### src/sv/ess_pkg.sv
// ----------------------------------------------------------------------------
// ess_pkg
// shared types, codes and pattern tables of the escape sequence stuffer
// ----------------------------------------------------------------------------
`timescale 1ns / 1ps
`default_nettype none

package ess_pkg;

    // opcodes of an input item
    localparam logic [1:0] OP_DATA = 2'd0;
    localparam logic [1:0] OP_MARK = 2'd1;
    localparam logic [1:0] OP_EOS  = 2'd2;

    // kinds of a result item
    localparam logic [1:0] KIND_BYTE = 2'd0;
    localparam logic [1:0] KIND_MARK = 2'd1;
    localparam logic [1:0] KIND_ERR  = 2'd2;

    // escaped data type code and highest legal mark code
    localparam logic [3:0] MARK_X   = 4'd0;
    localparam logic [3:0] MARK_MAX = 4'd12;

    // configuration register indexes
    localparam logic CFG_IDX_DECODE = 1'b0;
    localparam logic CFG_IDX_LEAD   = 1'b1;

    localparam logic [7:0] LEAD_RESET = 8'hAD;
    localparam logic [7:0] CHAR_X     = 8'h58;

    localparam int PAT_LEN        = 5;
    localparam int ESS_FIFO_DEPTH = 4;

    typedef struct packed {
        logic [1:0] opcode;
        logic [7:0] data_byte;
        logic [3:0] mark_kind;
    } t_ess_in;

    typedef struct packed {
        logic [1:0] out_kind;
        logic [7:0] out_byte;
        logic [3:0] out_mark;
        logic       last;
    } t_ess_out;

    typedef struct packed {
        logic       decode_mode;
        logic [7:0] lead_byte;
    } t_ess_cfg;

    // one literal result, emitted after the pattern bytes of a command
    typedef struct packed {
        logic [1:0] kind;
        logic [7:0] lit_byte;
        logic [3:0] mark;
    } t_ess_lit;

    // work handed from front to back: pat_cnt pattern bytes, then lit_cnt literals
    typedef struct packed {
        logic [2:0] pat_cnt;
        logic [1:0] lit_cnt;
        t_ess_lit   lit0;
        t_ess_lit   lit1;
    } t_ess_cmd;

    function automatic logic [7:0] pat_byte(input logic [2:0] idx, input logic [7:0] lead);
        logic [7:0] res;
        unique case (idx)
            3'd0:    res = lead;
            3'd1:    res = 8'hFD;
            3'd2:    res = 8'hEA;
            3'd3:    res = 8'h77;
            3'd4:    res = 8'h21;
            default: res = 8'h00;
        endcase
        return res;
    endfunction

    function automatic logic [7:0] mark_char(input logic [3:0] k);
        logic [7:0] res;
        unique case (k)
            4'd0:    res = 8'h58; // X
            4'd1:    res = 8'h46; // F
            4'd2:    res = 8'h45; // E
            4'd3:    res = 8'h43; // C
            4'd4:    res = 8'h44; // D
            4'd5:    res = 8'h52; // R
            4'd6:    res = 8'h72; // r
            4'd7:    res = 8'h57; // W
            4'd8:    res = 8'h49; // I
            4'd9:    res = 8'h21; // !
            4'd10:   res = 8'h53; // S
            4'd11:   res = 8'h73; // s
            4'd12:   res = 8'h64; // d
            default: res = 8'h00;
        endcase
        return res;
    endfunction

    // {found, code} of a type character
    function automatic logic [4:0] char_code(input logic [7:0] c);
        logic [4:0] res;
        unique case (c)
            8'h58:   res = {1'b1, 4'd0};
            8'h46:   res = {1'b1, 4'd1};
            8'h45:   res = {1'b1, 4'd2};
            8'h43:   res = {1'b1, 4'd3};
            8'h44:   res = {1'b1, 4'd4};
            8'h52:   res = {1'b1, 4'd5};
            8'h72:   res = {1'b1, 4'd6};
            8'h57:   res = {1'b1, 4'd7};
            8'h49:   res = {1'b1, 4'd8};
            8'h21:   res = {1'b1, 4'd9};
            8'h53:   res = {1'b1, 4'd10};
            8'h73:   res = {1'b1, 4'd11};
            8'h64:   res = {1'b1, 4'd12};
            default: res = 5'd0;
        endcase
        return res;
    endfunction

    // length of the longest active partial match
    function automatic logic [2:0] match_len(input logic [4:0] f);
        logic [2:0] res;
        priority if (f[4]) res = 3'd5;
        else if (f[3])     res = 3'd4;
        else if (f[2])     res = 3'd3;
        else if (f[1])     res = 3'd2;
        else if (f[0])     res = 3'd1;
        else               res = 3'd0;
        return res;
    endfunction

    // shift-and step of the matcher
    function automatic logic [4:0] advance(input logic [4:0] f, input logic [7:0] b,
                                           input logic [7:0] lead);
        logic [4:0] eq;
        for (int i = 0; i < PAT_LEN; i++) begin
            eq[i] = (pat_byte(3'(i), lead) == b);
        end
        return {f[3:0], 1'b1} & eq;
    endfunction

endpackage

`default_nettype wire

### src/sv/ess_front.sv
// ----------------------------------------------------------------------------
// ess_front
// matcher state and classification of each accepted item into a command
// ----------------------------------------------------------------------------
`timescale 1ns / 1ps
`default_nettype none

module ess_front (
    input  wire logic             i_clk,
    input  wire logic             i_rst_n,
    input  wire ess_pkg::t_ess_cfg i_cfg,
    input  wire logic             i_accept,
    input  wire ess_pkg::t_ess_in  i_item,
    output logic                  o_cmd_valid,
    output ess_pkg::t_ess_cmd     o_cmd
);
    import ess_pkg::*;

    logic [4:0] r_flags;
    logic [4:0] n_flags;
    logic [4:0] nf;
    logic [4:0] ck;
    logic [2:0] old_len;
    logic [2:0] new_len;
    logic [2:0] rel;
    t_ess_lit   lit_b;
    t_ess_lit   lit_err;

    always_comb begin
        old_len = match_len(r_flags);
        nf      = advance(r_flags, i_item.data_byte, i_cfg.lead_byte);
        new_len = match_len(nf);
        rel     = old_len + 3'd1 - new_len;
        ck      = char_code(i_item.data_byte);
        lit_b   = '{kind: KIND_BYTE, lit_byte: i_item.data_byte, mark: 4'd0};
        lit_err = '{kind: KIND_ERR, lit_byte: 8'd0, mark: 4'd0};

        n_flags     = r_flags;
        o_cmd_valid = 1'b0;
        o_cmd       = '0;

        if (i_accept) begin
            unique case (i_item.opcode)
                OP_DATA: begin
                    o_cmd_valid = 1'b1;
                    if (!i_cfg.decode_mode) begin
                        o_cmd.lit_cnt = 2'd1;
                        o_cmd.lit0    = lit_b;
                        n_flags       = nf;
                        if (nf[4]) begin
                            o_cmd.lit_cnt = 2'd2;
                            o_cmd.lit1    = '{kind: KIND_BYTE, lit_byte: CHAR_X, mark: 4'd0};
                            n_flags       = 5'd0;
                        end
                    end else if (r_flags[4]) begin
                        // full pattern held: type character decides
                        n_flags = 5'd0;
                        if (ck[4] && ck[3:0] == MARK_X) begin
                            o_cmd.pat_cnt = 3'(PAT_LEN);
                        end else if (ck[4]) begin
                            o_cmd.lit_cnt = 2'd1;
                            o_cmd.lit0    = '{kind: KIND_MARK, lit_byte: 8'd0, mark: ck[3:0]};
                        end else begin
                            o_cmd.lit_cnt = 2'd1;
                            o_cmd.lit0    = lit_err;
                        end
                    end else begin
                        // release what can no longer begin a match
                        n_flags = nf;
                        if (new_len == 3'd0) begin
                            o_cmd.pat_cnt = old_len;
                            o_cmd.lit_cnt = 2'd1;
                            o_cmd.lit0    = lit_b;
                        end else begin
                            o_cmd.pat_cnt = rel;
                            o_cmd_valid   = (rel != 3'd0);
                        end
                    end
                end
                OP_MARK: begin
                    if (!i_cfg.decode_mode) begin
                        o_cmd_valid = 1'b1;
                        if (i_item.mark_kind == MARK_X || i_item.mark_kind > MARK_MAX) begin
                            o_cmd.lit_cnt = 2'd1;
                            o_cmd.lit0    = lit_err;
                        end else begin
                            o_cmd.pat_cnt = 3'(PAT_LEN);
                            o_cmd.lit_cnt = 2'd1;
                            o_cmd.lit0    = '{kind: KIND_BYTE,
                                              lit_byte: mark_char(i_item.mark_kind),
                                              mark: 4'd0};
                            n_flags       = 5'd0;
                        end
                    end
                end
                OP_EOS: begin
                    n_flags = 5'd0;
                    if (i_cfg.decode_mode && old_len != 3'd0) begin
                        o_cmd_valid   = 1'b1;
                        o_cmd.pat_cnt = old_len;
                    end
                end
                default: begin
                end
            endcase
        end
    end

    always_ff @(posedge i_clk) begin
        if (!i_rst_n) begin
            r_flags <= 5'd0;
        end else begin
            r_flags <= n_flags;
        end
    end

endmodule

`default_nettype wire

### src/sv/ess_cmd_fifo.sv
// ----------------------------------------------------------------------------
// ess_cmd_fifo
// short command queue between front and back
// ----------------------------------------------------------------------------
`timescale 1ns / 1ps
`default_nettype none

module ess_cmd_fifo #(
    parameter int DEPTH = ess_pkg::ESS_FIFO_DEPTH
) (
    input  wire logic              i_clk,
    input  wire logic              i_rst_n,
    input  wire logic              i_push,
    input  wire ess_pkg::t_ess_cmd i_cmd,
    input  wire logic              i_pop,
    output logic                   o_full,
    output logic                   o_valid,
    output ess_pkg::t_ess_cmd      o_cmd
);
    import ess_pkg::*;

    localparam int PW = (DEPTH > 1) ? $clog2(DEPTH) : 1;
    localparam int CW = $clog2(DEPTH + 1);

    t_ess_cmd        r_mem [DEPTH];
    logic [PW-1:0]   r_wr;
    logic [PW-1:0]   r_rd;
    logic [CW-1:0]   r_cnt;
    logic [PW-1:0]   n_wr;
    logic [PW-1:0]   n_rd;
    logic [CW-1:0]   n_cnt;

    always_comb begin
        n_wr  = (r_wr == PW'(DEPTH - 1)) ? '0 : r_wr + 1'b1;
        n_rd  = (r_rd == PW'(DEPTH - 1)) ? '0 : r_rd + 1'b1;
        n_cnt = r_cnt + CW'(i_push) - CW'(i_pop);
    end

    assign o_full  = (r_cnt == CW'(DEPTH));
    assign o_valid = (r_cnt != '0);
    assign o_cmd   = r_mem[r_rd];

    always_ff @(posedge i_clk) begin
        if (i_push) begin
            r_mem[r_wr] <= i_cmd;
        end
    end

    always_ff @(posedge i_clk) begin
        if (!i_rst_n) begin
            r_wr  <= '0;
            r_rd  <= '0;
            r_cnt <= '0;
        end else begin
            if (i_push) r_wr <= n_wr;
            if (i_pop)  r_rd <= n_rd;
            r_cnt <= n_cnt;
        end
    end

    a_cnt_bound: assert property (@(posedge i_clk) disable iff (!i_rst_n)
        r_cnt <= CW'(DEPTH)) else $error("command queue over depth");
    a_no_overflow: assert property (@(posedge i_clk) disable iff (!i_rst_n)
        !(i_push && o_full && !i_pop)) else $error("push into full command queue");
    a_no_underflow: assert property (@(posedge i_clk) disable iff (!i_rst_n)
        !(i_pop && !o_valid)) else $error("pop from empty command queue");

endmodule

`default_nettype wire

### src/sv/ess_back.sv
// ----------------------------------------------------------------------------
// ess_back
// expands commands into output register items, one per cycle unless pop stalls
// ----------------------------------------------------------------------------
`timescale 1ns / 1ps
`default_nettype none

module ess_back (
    input  wire logic              i_clk,
    input  wire logic              i_rst_n,
    input  wire ess_pkg::t_ess_cfg i_cfg,
    input  wire logic              i_cmd_valid,
    input  wire ess_pkg::t_ess_cmd i_cmd,
    output logic                   o_cmd_pop,
    input  wire logic              i_out_pop,
    output logic                   o_out_valid,
    output ess_pkg::t_ess_out      o_out
);
    import ess_pkg::*;

    logic [2:0] r_idx;
    logic [2:0] total;
    logic       load;
    logic       at_end;
    t_ess_lit   lit;
    t_ess_out   n_out;
    logic       r_out_valid;
    t_ess_out   r_out;

    always_comb begin
        total  = i_cmd.pat_cnt + {1'b0, i_cmd.lit_cnt};
        load   = i_cmd_valid && (!r_out_valid || i_out_pop);
        at_end = (r_idx == total - 3'd1);
        lit    = (r_idx == i_cmd.pat_cnt) ? i_cmd.lit0 : i_cmd.lit1;
        if (r_idx < i_cmd.pat_cnt) begin
            n_out.out_kind = KIND_BYTE;
            n_out.out_byte = pat_byte(r_idx, i_cfg.lead_byte);
            n_out.out_mark = 4'd0;
        end else begin
            n_out.out_kind = lit.kind;
            n_out.out_byte = lit.lit_byte;
            n_out.out_mark = lit.mark;
        end
        n_out.last = at_end;
    end

    assign o_cmd_pop   = load && at_end;
    assign o_out_valid = r_out_valid;
    assign o_out       = r_out;

    always_ff @(posedge i_clk) begin
        if (load) begin
            r_out <= n_out;
        end
    end

    always_ff @(posedge i_clk) begin
        if (!i_rst_n) begin
            r_idx       <= 3'd0;
            r_out_valid <= 1'b0;
        end else begin
            if (load) begin
                r_idx <= at_end ? 3'd0 : r_idx + 3'd1;
            end
            if (load) begin
                r_out_valid <= 1'b1;
            end else if (i_out_pop) begin
                r_out_valid <= 1'b0;
            end
        end
    end

    a_idx_in_cmd: assert property (@(posedge i_clk) disable iff (!i_rst_n)
        i_cmd_valid |-> (r_idx < total)) else $error("expansion index past command end");

endmodule

`default_nettype wire

### src/sv/escape_sequence_stuffer_unit.sv
// ----------------------------------------------------------------------------
// escape_sequence_stuffer_unit
// escape marker stream codec: stuffing and mark insertion, unstuffing and mark
// detection around a five-byte pattern with a configurable lead byte
// ----------------------------------------------------------------------------
// the first result of an item is registered in the command queue and then in
//   the output register before it reaches the result ports
// throughput: one item per cycle accepted while the command queue has room;
//   results leave at one per cycle while pop is held, set by the single
//   output register, so an item's n results hold the back end until they leave
// reset: synchronous active low; clears matcher, queue, output and config
//   (encode mode, lead byte 0xad); no clearing pass
`timescale 1ns / 1ps
`default_nettype none

module escape_sequence_stuffer_unit #(
    parameter int FIFO_DEPTH = ess_pkg::ESS_FIFO_DEPTH
) (
    input  wire logic             i_clk,
    input  wire logic             i_rst_n,
    // configuration write port
    input  wire logic             i_cfg_we,
    input  wire logic             i_cfg_index,
    input  wire logic [7:0]       i_cfg_data,
    // input queue side
    input  wire logic             push,
    output logic                  full,
    input  wire ess_pkg::t_ess_in i_item,
    // result queue side
    output logic                  empty,
    input  wire logic             pop,
    output ess_pkg::t_ess_out     o_item
);
    import ess_pkg::*;

    // configuration registers
    t_ess_cfg r_cfg;

    // front to queue
    logic     accept;
    logic     front_valid;
    t_ess_cmd front_cmd;

    // queue to back
    logic     q_full;
    logic     q_valid;
    t_ess_cmd q_cmd;
    logic     q_pop;

    logic     out_valid;

    always_ff @(posedge i_clk) begin
        if (!i_rst_n) begin
            r_cfg.decode_mode <= 1'b0;
            r_cfg.lead_byte   <= LEAD_RESET;
        end else if (i_cfg_we) begin
            unique case (i_cfg_index)
                CFG_IDX_DECODE: r_cfg.decode_mode <= i_cfg_data[0];
                CFG_IDX_LEAD:   r_cfg.lead_byte   <= i_cfg_data;
                default: begin
                end
            endcase
        end
    end

    // an item is taken whenever the queue can hold its command
    assign accept = push && !q_full;
    assign full   = q_full;

    // front: matcher and classification
    ess_front u_front (
        .i_clk       (i_clk),
        .i_rst_n     (i_rst_n),
        .i_cfg       (r_cfg),
        .i_accept    (accept),
        .i_item      (i_item),
        .o_cmd_valid (front_valid),
        .o_cmd       (front_cmd)
    );

    // decoupling queue, items that cause no result push nothing
    ess_cmd_fifo #(
        .DEPTH (FIFO_DEPTH)
    ) u_fifo (
        .i_clk   (i_clk),
        .i_rst_n (i_rst_n),
        .i_push  (front_valid),
        .i_cmd   (front_cmd),
        .i_pop   (q_pop),
        .o_full  (q_full),
        .o_valid (q_valid),
        .o_cmd   (q_cmd)
    );

    // back: result expansion and output register
    ess_back u_back (
        .i_clk       (i_clk),
        .i_rst_n     (i_rst_n),
        .i_cfg       (r_cfg),
        .i_cmd_valid (q_valid),
        .i_cmd       (q_cmd),
        .o_cmd_pop   (q_pop),
        .i_out_pop   (pop),
        .o_out_valid (out_valid),
        .o_out       (o_item)
    );

    assign empty = !out_valid;

    // commands are only made for accepted items
    a_cmd_needs_accept: assert property (@(posedge i_clk) disable iff (!i_rst_n)
        front_valid |-> accept) else $error("command without accepted item");
    // a command leaving the queue always leaves a result in the output register
    a_pop_when_valid: assert property (@(posedge i_clk) disable iff (!i_rst_n)
        q_pop |=> !empty) else $error("queue popped without a result loaded");

endmodule

`default_nettype wire

### config.mk
export PLATFORM = sky130hd
export DESIGN_NAME = escape_sequence_stuffer_unit
export DESIGN_NICKNAME = d
export VERILOG_FILES = /design/src/sv/ess_pkg.sv /design/src/sv/ess_front.sv /design/src/sv/ess_cmd_fifo.sv /design/src/sv/ess_back.sv /design/src/sv/escape_sequence_stuffer_unit.sv
export SDC_FILE = /design/constraint.sdc
export NUM_CORES = 1
export LEC_CHECK = 0
export BUFFER_PORTS_ARGS = -buffer_cell sky130_fd_sc_hd__buf_2
export CAP_MARGIN = 10
export CORE_MARGIN = 1
export CORE_UTILIZATION = 57
export DETAILED_ROUTE_END_ITERATION = 8
export GPL_TIMING_DRIVEN = 0
export PLACE_DENSITY = 0.75
export SKIP_CTS_REPAIR_TIMING = 1
export SLEW_MARGIN = 30
export SYNTH_ARGS = -nofsm -noshare
export SYNTH_HDL_FRONTEND = slang
export SYNTH_HIERARCHICAL = 1
export SYNTH_SLANG_ARGS = --single-unit
### constraint.sdc
create_clock -name i_clk -period 3.77 [get_ports i_clk]
set_input_delay 0.1885 -clock i_clk [delete_from_list [all_inputs] [get_ports i_clk]]
set_output_delay 0.1885 -clock i_clk [all_outputs]
set_load 0.02 [all_outputs]
==> impl_metrics.py, run 1 <==
metrics = {
    "final_layout": {
        "layout.nets": 773,
        "num_antenna_cells": 0,
        "drive_gt1_share_pct": 28.1,
        "postLayoutCellArea_sq_um": 9940,
        "syn2layout_area_growth_pct": 14.9,
    },
    "floorplanning": {
        "coreArea_sq_um": 14600,
        "initial_utilization_pct": 59.1,
        "fp.dieH_um": 125,
        "io-pin-count": 45,
        "std_cell_rows": 44,
        "design.die.area_sq_um": 15700,
        "dieWidth_um": 125,
    },
    "clock_network": {
        "clock_tree.htree_level_count": 4,
        "tritoncts": "built",
        "cts_buffer_depth": 2,
        "clkTransAtPathRegs_ps": 70,
        "library_cell_used_as_clock_root_buffer": "clkbuf_16",
        "clock_latency_ps": 430,
        "clock_sink_count": 174,
        "tritoncts.num_buffers": 17,
    },
    "global_route": {
        "met2_track_utilization_from_global_routing_pct": 45.0,
        "grt_overflow_total": 0,
        "grt.met1_usage_pct": 32.0,
        "antenna_violations_before_repair": 1,
        "grt_start_max_net_pins": 34,
        "grtUsageTotal_pct": 25.7,
        "grt_pass1_wl_um": 29800,
        "grt_busiest_layer": "met2",
        "grt_met3_usage_pct": 4.54,
        "first_global_vias": 5603,
    },
    "worst_setup_path": {
        "critical_path.startpoint": "u_front/r_flags[1]",
        "cp_num_buf_inv": 4,
        "crit_cells": 15,
        "reg2reg_from": "u_front/r_flags[1]",
        "worstReg2RegEnd": "u_fifo/r_mem[1][4]",
        "worst-endpoint-arrival_ps": 3720,
        "critical-path-top-delay-family": "simple AND/OR/NAND/NOR gates",
        "crit_chain": "nand3b_1 -> or3_1 -> a21o_1 -> inv_1 -> ha_1 -> inv_1 -> ha_2 -> xor2_1 -> buf_4 -> nor2_1 -> a41oi_2 -> a21oi_2 -> nor2_4 -> buf_4 -> and2_2",
        "path_class": "reg -> reg",
        "slowest_delay_ps": 500,
        "worst_ep_required_ps": 3840,
        "critPathCapture": "u_fifo/r_mem[1][4]",
        "crit_path_top_delay_cell": "and2_2",
        "crit_path_max_fanout": 16,
        "setup.reg_to_reg.worst_slack_ps": 130,
        "critPathLaunchType": "flip-flop",
        "worst-r2r-cell-count": 15,
        "critical_path.endpoint_type": "flip-flop",
    },
    "synthesis": {
        "synthArstFlopShare_pct": 0,
        "postSynthCellCount": 631,
        "ys_seq_area_share_pct": 57.3,
        "number_of_enable_flip_flop_cells_after_synthesis": 147,
        "syn_area_per_cell_sq_um": 13.7,
        "postSynthRegisterBits": 174,
        "synthesis.area_sq_um": 8650,
        "synthFlopType": "edfxtp_1",
        "count_of_different_cell_masters_after_synthesis": 73,
        "ys_warn_count": 6,
    },
    "detailed_routing": {
        "drt_wl_total_um": 19800,
        "final_routed_drc_violation_total": 4,
        "route.antenna.remaining_nets": 0,
        "wl_per_cell_um": 21.7,
        "drtIter0Drc": 524,
        "routed_via_density": 6.15,
        "vias": 5614,
        "drt-pass1-iter-count": 7,
    },
    "power_and_ir_drop": {
        "power.density_nw_per_um2": 560,
        "power_leakage_uw": 0.00367,
        "report.power.total_uw": 5570,
        "ir_worst_vdd_uv": 344,
    },
    "timing": {
        "timing.final.crit_period_ps": 3640,
        "tightest_slew_ps": 971,
        "post-route-period-util_pct": 96.7,
        "finalHoldWorstSlack_ps": 2.89,
        "setup_viol": 0,
        "max_clock_freq_mhz": 274,
        "report.final.hold_viol_count": 0,
        "worst_clock_skew_ps": 16.4,
        "tns_ps": 0,
        "worst_slew_margin_rel_pct": 35.2,
        "timing.final.max_slew_violations": 0,
    },
    "worst_hold_path": {
        "hp-class": "in -> reg",
        "whs_path_depth": 3,
    },
    "status": {
        "violated_checks": "DRC",
        "outcome": "complete, but fails checks",
    },
    "placed_design": {
        "dp_hpwl_um": 12500,
        "post_dp_cell_area_sq_um": 9110,
        "globalplace.congestion": 0.854,
        "io_buffer_count": 38,
    },
    "flow_run": {
        "max-cap-violations": 0,
    },
}
synth_stat cells (5+ instances only):
| cell | number | area share (%) |
|---|---|---|
| a21oi_1 | 24 | 1.4 |
| xor2_1 | 10 | 1.0 |
| nor2_1 | 24 | 1.0 |
| buf_6 | 6 | 0.78 |
| mux2_2 | 8 | 1.0 |
| mux2i_1 | 11 | 1.3 |
| o21ai_0 | 15 | 0.87 |
| nor2b_1 | 12 | 0.87 |
| a22o_1 | 8 | 0.81 |
| dfxtp_1 | 27 | 6.2 |
| inv_1 | 42 | 1.8 |
| nand2b_1 | 12 | 0.87 |
| nand2_1 | 39 | 1.7 |
| o211ai_2 | 5 | 0.72 |
| edfxtp_1 | 147 | 51 |
| mux4_2 | 30 | 7.8 |
| nand3_1 | 16 | 0.93 |
| buf_2 | 6 | 0.35 |
| xnor2_1 | 6 | 0.61 |
| nor3_1 | 7 | 0.40 |
| clkbuf_1 | 13 | 0.56 |
| buf_4 | 15 | 1.3 |
| and2_1 | 12 | 0.87 |
| o32ai_1 | 5 | 0.51 |
| ha_1 | 28 | 4.1 |
| nand4_1 | 9 | 0.65 |
through the flow:
stage,setup WS [ps],std cells,utilization (%)
floorplan,-5.91,641,-
global placement,-1010,863,62.2
detailed placement,-1120,863,62.2
CTS,-837,895,66.3
global route,-41.8,913,67.9
finish,126,913,67.9
power breakdown:
group          internal (uW)  switching, uW
Clock                   1000            774
Combinational            609            817
Sequential              2300           71.4
logic make-up (layout without fill, tap and decap cells):
kind of cell,count (synthesis),after routing,synth area share [%]
XOR/XNOR,18,18,2.08
buffers and inverters,86,170,5.55
adder cells (fa/ha/maj),29,29,4.28
multiplexers,53,53,11.2
other,1,11,0.0434
flip-flops,174,174,57.3
AND/OR/NAND/NOR,169,173,11.0
AO/OA/AOI/OAI,101,101,8.56
worst min-delay path by stage:
stage / from / end / slack (ps)
3_5_place_dp: i_cfg_data[2] / r_cfg[2] / 450
4_1_cts: i_cfg_data[2] / r_cfg[2] / -9
3_3_place_gp: i_cfg_data[2] / r_cfg[2] / 440
2_1_floorplan: i_rst_n / u_fifo/r_cnt[1] / 310
5_1_grt: i_cfg_data[1] / r_cfg[1] / 6
6_report: i_cfg_data[2] / r_cfg[2] / 3
tightest hold or removal path, cell delays in order:
cell      delay (ps)
buf_2             70
nand3_1           70
o211ai_2          70
layout make-up:
cell class                 count  area [sq um]
fill                        1029          4710
multi-input combinational    385          3360
buffer                        43           323
inverter                      42           158
timing repair buffer          53           303
sequential                   174          4960
clock buffer                  18           429
tap                          184           230
clock inverter                14           173
sequential cells by signal (all words and copies together), names as in the netlist, named ones only:
name and flops:
u_fifo/r_mem 132, u_back/o_out 15, r_cfg 9, u_front/r_flags 5
u_back/r_idx 3, u_fifo/r_cnt 3, u_fifo/r_rd 2, u_fifo/r_wr 2
u_back/o_out_valid 1
layer usage:
layer	vias to the layer above	routed length [um]
li1	2549	-
met1	2791	8090
met2	234	9970
met3	40	1300
met4	0	430
met5	-	0
cells in the final DEF, fill, tap and decap left out, types with 5 or more instances in the layout:
master,count
a21oi_1,23
a22o_1,8
and2_1,8
and2_2,5
and2_4,6
buf_2,43
buf_4,31
buf_6,6
clkbuf_1,12
clkbuf_16,17
conb_1,11
dfxtp_1,23
edfxtp_1,147
ha_1,26
inv_1,42
inv_6,6
mux2_2,8
mux2i_1,11
mux4_2,30
nand2_1,38
nand2b_1,12
nand3_1,16
nand4_1,9
nor2_1,23
nor2b_1,12
nor3_1,7
o211ai_2,5
o21ai_0,15
o32ai_1,5
xor2_1,10
(Power assumes the default switching activity.)
==> run 2: changes to the inputs <==
- HOLD_SLACK_MARGIN: not set -> 0.08
==> impl_metrics.py, run 2 (synthesized netlist as in run 1, its figures left out) <==
metrics = {
    "detailed_routing": {
        "route.antenna.remaining_nets": 0,
        "drt-pass1-iter-count": 7,
        "drt_wl_total_um": 20100,
        "wl_per_cell_um": 21.7,
        "met2_wirelength_um": 10100,
        "final_routed_drc_violation_total": 4,
        "vias": 5681,
        "routed_via_density": 6.13,
        "dr_wl_met3_um": 1220,
        "drtIter0Drc": 492,
        "highest-signal-layer": "met5",
        "m1WireLength_um": 8320,
    },
    "final_layout": {
        "num_antenna_cells": 0,
        "final_cell_mix": "147 x edfxtp_1, 43 x buf_2, 42 x inv_1",
        "layout_commonest_cell": "edfxtp_1",
        "utilization_pct": 68.8,
        "final_cell_count_no_fill": 927,
        "layout.nets": 787,
        "multi_input_comb_area_sq_um": 3360,
        "layout.area.seq_sq_um": 4960,
        "drive_gt1_share_pct": 27.6,
        "regMostFlops": "u_fifo/r_mem",
        "total_of_fill_cells_in_the_finished_design": 1019,
        "syn2layout_area_growth_pct": 16.5,
        "number_of_flip_flops_under_the_largest_register_name": 132,
    },
    "timing": {
        "report.final.hold_viol_count": 0,
        "tightest_slew_ps": 993,
        "worst_clock_skew_ps": 8.99,
        "timing.final.max_slew_violations": 0,
        "setup_viol": 0,
        "post-route-period-util_pct": 96.7,
        "postLayoutSetupSlackWorst_ps": 123,
        "worst_slew_margin_rel_pct": 33.8,
        "timing.final.crit_period_ps": 3650,
        "finalHoldWorstSlack_ps": 65.0,
        "max_clock_freq_mhz": 274,
    },
    "worst_setup_path": {
        "critPathLaunchType": "flip-flop",
        "crit_chain": "nand3b_1 -> or3_1 -> a21o_1 -> inv_1 -> ha_1 -> inv_1 -> ha_2 -> xor2_1 -> buf_4 -> nor2_1 -> a41oi_2 -> a21oi_2 -> nor2_4 -> buf_4 -> and2_2",
        "path_class": "reg -> reg",
        "critical_path.endpoint_type": "flip-flop",
        "worst-endpoint-arrival_ps": 3720,
        "cp_num_buf_inv": 4,
        "crit_path_max_fanout": 16,
        "critical-path-top-delay-family": "simple AND/OR/NAND/NOR gates",
        "worst_ep_required_ps": 3840,
        "slowest_delay_ps": 500,
        "crit_path_top_delay_cell": "and2_2",
    },
    "status": {
        "violated_checks": "DRC",
        "outcome": "complete, but fails checks",
    },
    "floorplanning": {
        "dieWidth_um": 125,
        "initial_utilization_pct": 59.1,
        "fp.dieH_um": 125,
        "std_cell_rows": 44,
        "io-pin-count": 45,
        "coreArea_sq_um": 14600,
        "design.die.area_sq_um": 15700,
    },
    "clock_network": {
        "tritoncts": "built",
        "clock_latency_ps": 430,
        "cts_buffer_depth": 2,
        "tritoncts.num_buffers": 17,
        "clkTransAtPathRegs_ps": 70,
        "clock_sink_count": 174,
        "library_cell_used_as_clock_root_buffer": "clkbuf_16",
        "clock_tree.htree_level_count": 4,
    },
    "worst_hold_path": {
        "hp-class": "in -> reg",
    },
    "placed_design": {
        "dp_hpwl_um": 12500,
        "io_buffer_count": 38,
        "place_inst": 863,
        "globalplace.congestion": 0.854,
        "dp_worst_setup_slack_ps": -1120,
    },
    "power_and_ir_drop": {
        "power.density_nw_per_um2": 554,
        "report.power.total_uw": 5590,
        "power_leakage_uw": 0.00371,
        "ir_worst_vdd_uv": 343,
    },
    "global_route": {
        "first_global_vias": 5603,
        "grt_overflow_total": 0,
        "grt_start_max_net_pins": 34,
        "antenna_violations_before_repair": 1,
        "grtUsageTotal_pct": 25.7,
        "grt_pass1_wl_um": 29800,
    },
    "flow_run": {
        "max-cap-violations": 0,
    },
}
run 2: cell count changes in the layout (fill, tap and decap cells not counted):
cell           delta
dlygate4sd3_1    +14
run 2: power by group:
part	switching [uW]	internal (uW)	leakage, uW
clock network	777	1000	0.000293
logic	824	617	0.00186
registers	71.3	2300	0.00156
total	1670	3920	0.00371
run 2: per-stage QoR:
step / cell area [sq um] / setup TNS (ps)
6_report: 10100 / 0
5_1_grt: 10100 / -796
4_1_cts: 9710 / -108340
3_5_place_dp: 9110 / -148290
3_3_place_gp: 9110 / -133790
2_1_floorplan: 8690 / -780
run 2: worst paths after layout:
check / from / to / slack (ps) / cells after the start
hold reg to reg: u_front/r_flags[3] / u_front/r_flags[3] / 500 / 2
setup / recovery: u_front/r_flags[1] / u_fifo/r_mem[1][30] / 120 / 15
setup reg to reg: u_front/r_flags[1] / u_fifo/r_mem[1][30] / 120 / 15
hold / removal: i_cfg_index / r_cfg[0] / 60 / 3
run 2: cell type report:
type | instances | share of cell area, %
Clock buffer | 18 | 4.26
Multi-Input combinational cell | 385 | 33.4
Inverter | 42 | 1.56
Clock inverter | 14 | 1.71
Timing Repair Buffer | 67 | 4.39
Sequential cell | 174 | 49.2
Tap cell | 184 | 2.28
Buffer | 43 | 3.20
run 2: metal layers:
| metal | track usage [%] | up-vias |
|---|---|---|
| met4 | 9.47 | 2 |
| met3 | 4.54 | 48 |
| met1 | 32.0 | 2832 |
| met2 | 45.0 | 228 |
| met5 | 0 | - |
| li1 | - | 2571 |
run 2: worst reg2reg max path, cell delays in order (launching register included):
cell and delay (ps):
dfxtp_2 390, nand3b_1 80, or3_1 390, a21o_1 300, inv_1 90, ha_1 220
inv_1 60, ha_2 200, xor2_1 190, buf_4 130, nor2_1 40, a41oi_2 220
a21oi_2 110, nor2_4 190, buf_4 170, and2_2 510
